## src/rtl/lmrs_pkg.sv

```systemverilog
// ----------------------------------------------------------------------------
// lmrs_pkg
// Shared types and constants for the led matrix row scan driver.
// ----------------------------------------------------------------------------
package lmrs_pkg;

    localparam int unsigned ROWS        = 8;
    localparam int unsigned WORD_BITS   = 16;
    localparam int unsigned QUEUE_DEPTH = 2;
    localparam logic [7:0]  BAR_COLUMNS = 8'hAA;

    typedef enum logic [2:0] {
        REQ_SET_PIXEL   = 3'd0,
        REQ_CLEAR_FRAME = 3'd1,
        REQ_WRITE_ROW   = 3'd2,
        REQ_REFRESH     = 3'd3,
        REQ_LEVEL_BARS  = 3'd4
    } req_type_t;

    typedef enum logic [2:0] {
        OP_SET_BIT,
        OP_CLEAR_BIT,
        OP_CLEAR_FRAME,
        OP_WRITE_ROW,
        OP_REFRESH,
        OP_BARS
    } op_t;

    // data: column mask for bit edits, row pixels for row writes, row mask for bars
    typedef struct packed {
        op_t        op;
        logic [2:0] row;
        logic [7:0] data;
    } cmd_t;

endpackage

```

## src/rtl/lmrs_front.sv

```systemverilog
// ----------------------------------------------------------------------------
// lmrs_front
// Request decoder: classifies each known request into a queue command; unused codes are not pushed.
// ----------------------------------------------------------------------------
module lmrs_front
    import lmrs_pkg::*;
(
    input  logic       start,
    input  logic       full,
    input  logic [2:0] req_type,
    input  logic [2:0] row,
    input  logic [2:0] column,
    input  logic       pixel_on,
    input  logic [7:0] row_bits,
    input  logic [7:0] level,
    output logic       push,
    output cmd_t       cmd
);

    logic       known;
    logic [7:0] bar_rows;

    // bottom (level mod 8)+1 rows lit
    always_comb
    begin
        for (int r = 0; r < ROWS; r++)
        begin
            bar_rows[r] = (3'(r) >= ~level[2:0]);
        end
    end

    always_comb
    begin
        known    = 1'b1;
        cmd.op   = OP_REFRESH;
        cmd.row  = row;
        cmd.data = row_bits;
        unique case (req_type)
            REQ_SET_PIXEL:
            begin
                cmd.op   = pixel_on ? OP_SET_BIT : OP_CLEAR_BIT;
                cmd.data = 8'd1 << column;
            end
            REQ_CLEAR_FRAME: cmd.op = OP_CLEAR_FRAME;
            REQ_WRITE_ROW:   cmd.op = OP_WRITE_ROW;
            REQ_REFRESH:     cmd.op = OP_REFRESH;
            REQ_LEVEL_BARS:
            begin
                cmd.op   = OP_BARS;
                cmd.data = bar_rows;
            end
            default:         known = 1'b0;
        endcase
    end

    assign push = start && !full && known;

endmodule

```

## src/rtl/lmrs_fifo.sv

```systemverilog
// ----------------------------------------------------------------------------
// lmrs_fifo
// Short command queue between the decoder and the frame engine.
// ----------------------------------------------------------------------------
module lmrs_fifo
    import lmrs_pkg::*;
#(
    parameter int unsigned Width = 14,
    parameter int unsigned Depth = QUEUE_DEPTH
)
(
    input  logic             clk,
    input  logic             rst_n,
    input  logic             push,
    input  logic [Width-1:0] wr_data,
    input  logic             pop,
    output logic [Width-1:0] rd_data,
    output logic             empty,
    output logic             full
);

    localparam int unsigned PtrW = (Depth > 1) ? $clog2(Depth) : 1;
    localparam int unsigned CntW = $clog2(Depth + 1);

    logic [Width-1:0] mem_reg [Depth];
    logic [PtrW-1:0]  wr_ptr_reg, wr_ptr_next;
    logic [PtrW-1:0]  rd_ptr_reg, rd_ptr_next;
    logic [CntW-1:0]  count_reg, count_next;
    logic             do_push, do_pop;

    assign empty   = (count_reg == '0);
    assign full    = (count_reg == CntW'(Depth));
    assign do_push = push && !full;
    assign do_pop  = pop && !empty;
    assign rd_data = mem_reg[rd_ptr_reg];

    always_comb
    begin
        wr_ptr_next = wr_ptr_reg;
        rd_ptr_next = rd_ptr_reg;
        count_next  = count_reg;
        if (do_push)
        begin
            wr_ptr_next = (wr_ptr_reg == PtrW'(Depth - 1)) ? '0 : wr_ptr_reg + 1'b1;
        end
        if (do_pop)
        begin
            rd_ptr_next = (rd_ptr_reg == PtrW'(Depth - 1)) ? '0 : rd_ptr_reg + 1'b1;
        end
        if (do_push && !do_pop)
        begin
            count_next = count_reg + 1'b1;
        end
        else if (do_pop && !do_push)
        begin
            count_next = count_reg - 1'b1;
        end
    end

    always_ff @(posedge clk or negedge rst_n)
    begin
        if (!rst_n)
        begin
            wr_ptr_reg <= '0;
            rd_ptr_reg <= '0;
            count_reg  <= '0;
        end
        else
        begin
            wr_ptr_reg <= wr_ptr_next;
            rd_ptr_reg <= rd_ptr_next;
            count_reg  <= count_next;
        end
    end

    always_ff @(posedge clk)
    begin
        if (do_push)
        begin
            mem_reg[wr_ptr_reg] <= wr_data;
        end
    end

    assert property (@(posedge clk) disable iff (!rst_n)
        count_reg <= CntW'(Depth))
        else $error("queue count overflow");

    assert property (@(posedge clk) disable iff (!rst_n)
        (empty && !push) |=> empty)
        else $error("queue filled without a push");

endmodule

```

## src/rtl/lmrs_back.sv

```systemverilog
// ----------------------------------------------------------------------------
// lmrs_back
// Frame engine: holds the 8x8 frame and scan row, applies edits and
// shifts out refresh words one bit per clock.
// ----------------------------------------------------------------------------
module lmrs_back
    import lmrs_pkg::*;
(
    input  logic       clk,
    input  logic       rst_n,
    input  cmd_t       cmd,
    input  logic       empty,
    output logic       pop,
    output logic       strobe,
    output logic       serial_bit,
    output logic [3:0] bit_position,
    output logic       latch
);

    localparam int unsigned CntW = $clog2(WORD_BITS);

    logic [7:0]           frame_reg [ROWS];
    logic [7:0]           frame_next [ROWS];
    logic [2:0]           scan_row_reg, scan_row_next;
    logic                 active_reg, active_next;
    logic [CntW-1:0]      bit_cnt_reg, bit_cnt_next;
    logic [WORD_BITS-1:0] word_reg, word_next;

    assign pop = !empty && (!active_reg || bit_cnt_reg == '0);

    always_comb
    begin
        for (int r = 0; r < ROWS; r++)
        begin
            frame_next[r] = frame_reg[r];
            if (pop)
            begin
                unique case (cmd.op)
                    OP_SET_BIT:
                    begin
                        if (cmd.row == 3'(r))
                        begin
                            frame_next[r] = frame_reg[r] | cmd.data;
                        end
                    end
                    OP_CLEAR_BIT:
                    begin
                        if (cmd.row == 3'(r))
                        begin
                            frame_next[r] = frame_reg[r] & ~cmd.data;
                        end
                    end
                    OP_CLEAR_FRAME: frame_next[r] = '0;
                    OP_WRITE_ROW:
                    begin
                        if (cmd.row == 3'(r))
                        begin
                            frame_next[r] = cmd.data;
                        end
                    end
                    OP_BARS:        frame_next[r] = cmd.data[r] ? BAR_COLUMNS : 8'd0;
                    default:        frame_next[r] = frame_reg[r];
                endcase
            end
        end
    end

    always_comb
    begin
        active_next   = active_reg;
        bit_cnt_next  = bit_cnt_reg;
        word_next     = word_reg;
        scan_row_next = scan_row_reg;
        if (active_reg)
        begin
            word_next    = word_reg << 1;
            bit_cnt_next = bit_cnt_reg - 1'b1;
            if (bit_cnt_reg == '0)
            begin
                active_next = 1'b0;
            end
        end
        if (pop && cmd.op == OP_REFRESH)
        begin
            word_next     = {frame_reg[scan_row_reg], 8'd1 << scan_row_reg};
            bit_cnt_next  = CntW'(WORD_BITS - 1);
            active_next   = 1'b1;
            scan_row_next = scan_row_reg + 1'b1;
        end
    end

    always_ff @(posedge clk or negedge rst_n)
    begin
        if (!rst_n)
        begin
            for (int r = 0; r < ROWS; r++)
            begin
                frame_reg[r] <= '0;
            end
            scan_row_reg <= '0;
            active_reg   <= 1'b0;
            bit_cnt_reg  <= '0;
            word_reg     <= '0;
        end
        else
        begin
            for (int r = 0; r < ROWS; r++)
            begin
                frame_reg[r] <= frame_next[r];
            end
            scan_row_reg <= scan_row_next;
            active_reg   <= active_next;
            bit_cnt_reg  <= bit_cnt_next;
            word_reg     <= word_next;
        end
    end

    assign strobe       = active_reg;
    assign serial_bit   = word_reg[WORD_BITS-1];
    assign bit_position = bit_cnt_reg;
    assign latch        = active_reg && (bit_cnt_reg == '0);

    assert property (@(posedge clk) disable iff (!rst_n)
        (strobe && bit_position != 4'd0) |=>
            (strobe && bit_position == $past(bit_position) - 4'd1))
        else $error("refresh word cut short");

    assert property (@(posedge clk) disable iff (!rst_n)
        $rose(strobe) |-> bit_position == CntW'(WORD_BITS - 1))
        else $error("refresh word not started at top bit");

endmodule

```

## src/rtl/led_matrix_row_scan_driver_unit.sv

```systemverilog
// ----------------------------------------------------------------------------
// led_matrix_row_scan_driver_unit
// Row-scanned 8x8 led matrix driver feeding a 16-bit shift register chain.
// ----------------------------------------------------------------------------
// refresh start: a refresh request accepted while the frame engine is idle passes through the command
//   queue and is then loaded into the shift word register, which drives its first bit
// throughput: frame edits retire one per clock while no refresh is shifting; a
//   refresh holds the frame engine until its last bit, one bit per clock, and the next command is popped with that bit
// busy rises when the command queue is full; the receiver cannot stall
// reset clears the frame, the scan row and the queue at once
module led_matrix_row_scan_driver_unit
    import lmrs_pkg::*;
#(
    parameter int unsigned QueueDepth = QUEUE_DEPTH
)
(
    input  logic       clk,
    input  logic       rst_n,
    input  logic       start,
    output logic       busy,
    input  logic [2:0] req_type,
    input  logic [2:0] row,
    input  logic [2:0] column,
    input  logic       pixel_on,
    input  logic [7:0] row_bits,
    input  logic [7:0] level,
    output logic       strobe,
    output logic       serial_bit,
    output logic [3:0] bit_position,
    output logic       latch
);

    cmd_t wr_cmd;
    cmd_t rd_cmd;
    logic push;
    logic pop;
    logic empty;
    logic full;

    assign busy = full;

    lmrs_front u_front (
        .start    (start),
        .full     (full),
        .req_type (req_type),
        .row      (row),
        .column   (column),
        .pixel_on (pixel_on),
        .row_bits (row_bits),
        .level    (level),
        .push     (push),
        .cmd      (wr_cmd)
    );

    lmrs_fifo #(
        .Width ($bits(cmd_t)),
        .Depth (QueueDepth)
    ) u_fifo (
        .clk     (clk),
        .rst_n   (rst_n),
        .push    (push),
        .wr_data (wr_cmd),
        .pop     (pop),
        .rd_data (rd_cmd),
        .empty   (empty),
        .full    (full)
    );

    lmrs_back u_back (
        .clk          (clk),
        .rst_n        (rst_n),
        .cmd          (rd_cmd),
        .empty        (empty),
        .pop          (pop),
        .strobe       (strobe),
        .serial_bit   (serial_bit),
        .bit_position (bit_position),
        .latch        (latch)
    );

endmodule

```

## config.mk

```make
export PLATFORM = sky130hd
export DESIGN_NAME = led_matrix_row_scan_driver_unit
export DESIGN_NICKNAME = d
export VERILOG_FILES = /design/src/rtl/lmrs_pkg.sv /design/src/rtl/lmrs_front.sv /design/src/rtl/lmrs_fifo.sv /design/src/rtl/lmrs_back.sv /design/src/rtl/led_matrix_row_scan_driver_unit.sv
export SDC_FILE = /design/constraint.sdc
export NUM_CORES = 1
export LEC_CHECK = 0
export ABC_AREA = 1
export BUFFER_PORTS_ARGS = -buffer_cell sky130_fd_sc_hd__buf_2
export CAP_MARGIN = 20
export CELL_PAD_IN_SITES_DETAIL_PLACEMENT = 0
export CELL_PAD_IN_SITES_GLOBAL_PLACEMENT = 1
export CORE_ASPECT_RATIO = 0.6
export CORE_MARGIN = 1.5
export CORE_UTILIZATION = 46
export CTS_CLUSTER_DIAMETER = 30
export DETAILED_ROUTE_END_ITERATION = 7
export GPL_ROUTABILITY_DRIVEN = 0
export GPL_TIMING_DRIVEN = 1
export PLACE_DENSITY = 0.83
export RECOVER_POWER = 50
export SLEW_MARGIN = 40
export SYNTH_ARGS = -nofsm -noshare
export SYNTH_HDL_FRONTEND = slang
export SYNTH_SLANG_ARGS = --single-unit
```

## constraint.sdc

```tcl
create_clock -name clk -period 2.17 [get_ports clk]
set_input_delay 0.3255 -clock clk [delete_from_list [all_inputs] [get_ports clk]]
set_output_delay 0.3255 -clock clk [all_outputs]
set_load 0.01 [all_outputs]
```

==> run summary <==
====================================================================================================
Total die area                                                                            17,300 um2
Leakage power summed over all cells                                                          4.37 nW
Required time at the worst-slack endpoint                                                    2480 ps
Worst Setup Start Kind                                                                          flop
Top Ports                                                                                         37
Slew at the pin closest to its max-slew limit                                                 834 ps
Utilization after layout                                                                       0.547
Core area                                                                                 16,200 um2
Arrival time worst endpoint                                                                  2380 ps
Sequential area share after synthesis                                                          0.415
Type of the tightest min-delay check                                                    input pin to flop
Fill cell count                                                                                1,554
DRT Wirelength                                                                             25,100 um
Library cell appearing most often on the critical path                                       nand2_1
Remaining antenna violation count                                                                  0
Post-synthesis average cell area                                                            7.19 um2
Pins over their slew limit                                                                         0
Shortest clock period the worst path allows after layout                                     2070 ps
Result of the run                                                                       complete, no violations
Count of synthesis-stage warnings from yosys                                                       0
Critical Path Max Stage Delay                                                                 470 ps
Highest net fanout along the worst path                                                           10
Commonest non-fill, non-tap cell in the layout                                               nand2_1
Startpoint of the tightest hold check path                                                    row[1]
Number of distinct library cells after synthesis                                                  32
Number of flip-flops and latches in the synthesized netlist                                      120
Effective utilization at floorplan                                                             0.469
Setup_tns                                                                                       0 ps
Endpoint class of the critical path                                                             flop
Post-route DRC violation count                                                                     0
Final hold viol count                                                                              0
Routed length per placed instance                                                            18.7 um
Count of endpoints failing setup in the final report                                               0
Cell-by-cell listing of the critical path                                               inv_2 > buf_4 > nand2_1 > nand2_1 > inv_1 > nand3_1 > nand3_1 > nand2_1 > nand2_1
Final nets                                                                                     1,154
Count of standard-cell rows                                                                       36
Share of the clock period used by the worst path                                               0.954
Most area-hungry cell type in the Yosys netlist                                              dfrtp_1
Half-perimeter wire length after placement                                                 18,100 um
Pre-antenna DRT Iters                                                                              5
Horizontal extent of the die                                                                  169 um
Antenna violations before repair                                                                   0
Most area-consuming cells after synthesis                                               dfrtp_1 (30%), nand2_1 (15%), nand3_1 (15%)
Worst-case clock buffer depth                                                                      2
Worst skew pair latency                                                                       430 ps
Reg-to-reg startpoint                                                                   u_fifo.rd_ptr_reg
Number of buffer and inverter instances along the worst setup path                                 3
Family with the most delay on the worst path                                            simple AND/OR/NAND/NOR gates
Critical path's slowest cell                                                                 dfrtp_1
Relative max-transition margin                                                                 0.444
IR drop worst, VDD                                                                          0.869 mV
Max Fclk                                                                                   0.483 GHz
Net count after synthesis                                                                      1,091
H-tree Lvls                                                                                        4
Most used DFF post-synth                                                                     dfrtp_1
Setup repair after global routing missed its margin                                            false
Root buf cell                                                                              clkbuf_16
Die outline height                                                                            102 um
Area share of the largest cell type after synthesis                                            0.304
Worst setup path startpoint                                                             u_fifo.rd_ptr_reg
Clock Skew                                                                                   10.9 ps
Vias per Instance                                                                               5.73
Remaining global-route overflow                                                                    0
Maximum number of pins on one net before global-route repair                                      42
Share of final-layout standard cells stronger than drive strength 1                            0.142
Via count of the first global-routing pass                                                     7,018
Ant. Diodes                                                                                        0
Total clock sinks                                                                                120
Max capacitance violation total                                                                    0
EDFF count, synth                                                                                 28
Wire length of the first global-routing pass                                               39,800 um
Via count                                                                                      7,679
CP Class                                                                                flop to flop
CTS buffer count                                                                                  17
Number of placed cells counting well taps                                                      1,305
Number of buffers added on ports                                                                  31
Area added between synthesis and finish                                                        16.8%
Initial drt markers                                                                              997
Total power per unit cell area                                                           1730 nW/um2
CTS tree                                                                                       built
Post-Synthesis Cell Area                                                                    7580 um2
Total Routing Usage GR                                                                         0.307
Clock-pin slew reported for the worst setup and hold paths after clock tree synthesis          60 ps
Max FFs per register                                                                              64
FFs w/ async S/R, synth                                                                        0.767
Number of cells in the finished layout apart from fillers                                      1,339
Leading cell types in the layout, fill and taps excluded                                nand2_1 (309), nand3_1 (220), dfrtp_1 (92), nor2_1 (78), o21ai_0 (69)
Post-synthesis instance total                                                                  1,054
====================================================================================================
[stage by stage]
| step | setup WS [ps] | power (mW) | area, um2 | hold WS [ps] |
|---|---|---|---|---|
| 2_1_floorplan | 262 | 9.32 | 7580 | 29.9 |
| 3_3_place_gp | 195 | 12.1 | 8290 | 307 |
| 3_5_place_dp | 168 | 12.2 | 8290 | 307 |
| 4_1_cts | 150 | 15.1 | 8880 | 80.1 |
| 5_1_grt | 0.524 | 16.4 | 8850 | 82.8 |
| 6_report | 100 | 15.3 | 8850 | 86.8 |
[synthesized netlist by cell type (3+ instances only)]
cell        n
a21oi_1    22
a21oi_4     8
buf_2      20
buf_4       5
buf_6       3
clkbuf_1   17
clkinv_1    3
dfrtp_1    92
edfxtp_1   28
ha_1        8
inv_1      62
inv_2      11
nand2_1   309
nand2_2    17
nand2_4     4
nand3_1   220
nand4_1    46
nor2_1     79
nor2_4      3
o21ai_0    69
o21ai_1    10
xor2_1      3
[kinds of logic (layout without fill, tap and decap cells)]
group,Yosys count,in the layout,share of synthesized area
flops,120,120,0.415
fa+ha+maj,8,8,0.0132
buf+inv,124,200,0.0705
simple gates,685,685,0.409
xor+xnor,5,5,0.00578
compound gates,112,112,0.0872
[metal layers]
| layer | global-route usage | up-vias | wire [um] |
|---|---|---|---|
| li1 | - | 3667 | - |
| met3 | 0.101 | 27 | 2970 |
| met2 | 0.396 | 373 | 9310 |
| met4 | 0.0776 | 0 | 257 |
| met1 | 0.478 | 3612 | 12500 |
| met5 | 0 | - | 0 |
[repair_timing]
| item | in CTS | in global routing |
|---|---|---|
| endpoints found under the setup margin | 0 | 1 |
| endpoints found under the hold margin | 30 | 0 |
| hold buffers | 1 | 0 |
| setup buffers | 0 | 1 |
| resized for setup | 0 | 0 |
[layout make-up]
class                   count  area (um2)  share of cell area
inverters                  77         292              0.0329
multi-input cells         810        3910               0.441
flip-flops and latches    120        3140               0.355
well taps                 209         262              0.0295
repair buffers             91         676              0.0763
clock buffers              17         425              0.0481
clock inverters            15         149              0.0168
[worst paths after layout]
check / end / slack (ps) / cells after the start
max: u_back.frame_reg[16] / 100 / 9
max reg2reg: u_back.frame_reg[16] / 100 / 9
min reg2reg: u_back.frame_reg[51] / 480 / 2
max in group asynchronous: u_back.frame_reg[24] / 490 / 3
min: u_fifo.mem_reg[1][9] / 90 / 1
min in group asynchronous: u_back.frame_reg[38] / 530 / 2
[where the power goes]
group / switching (mW) / internal (mW) / leakage [nW]
logic: 5.82 / 2.91 / 2.66
clock network: 1.13 / 1.69 / 0.275
registers: 0.573 / 3.15 / 1.44
total: 7.52 / 7.75 / 4.37
No activity file was read; power rests on OpenSTA's default activity.
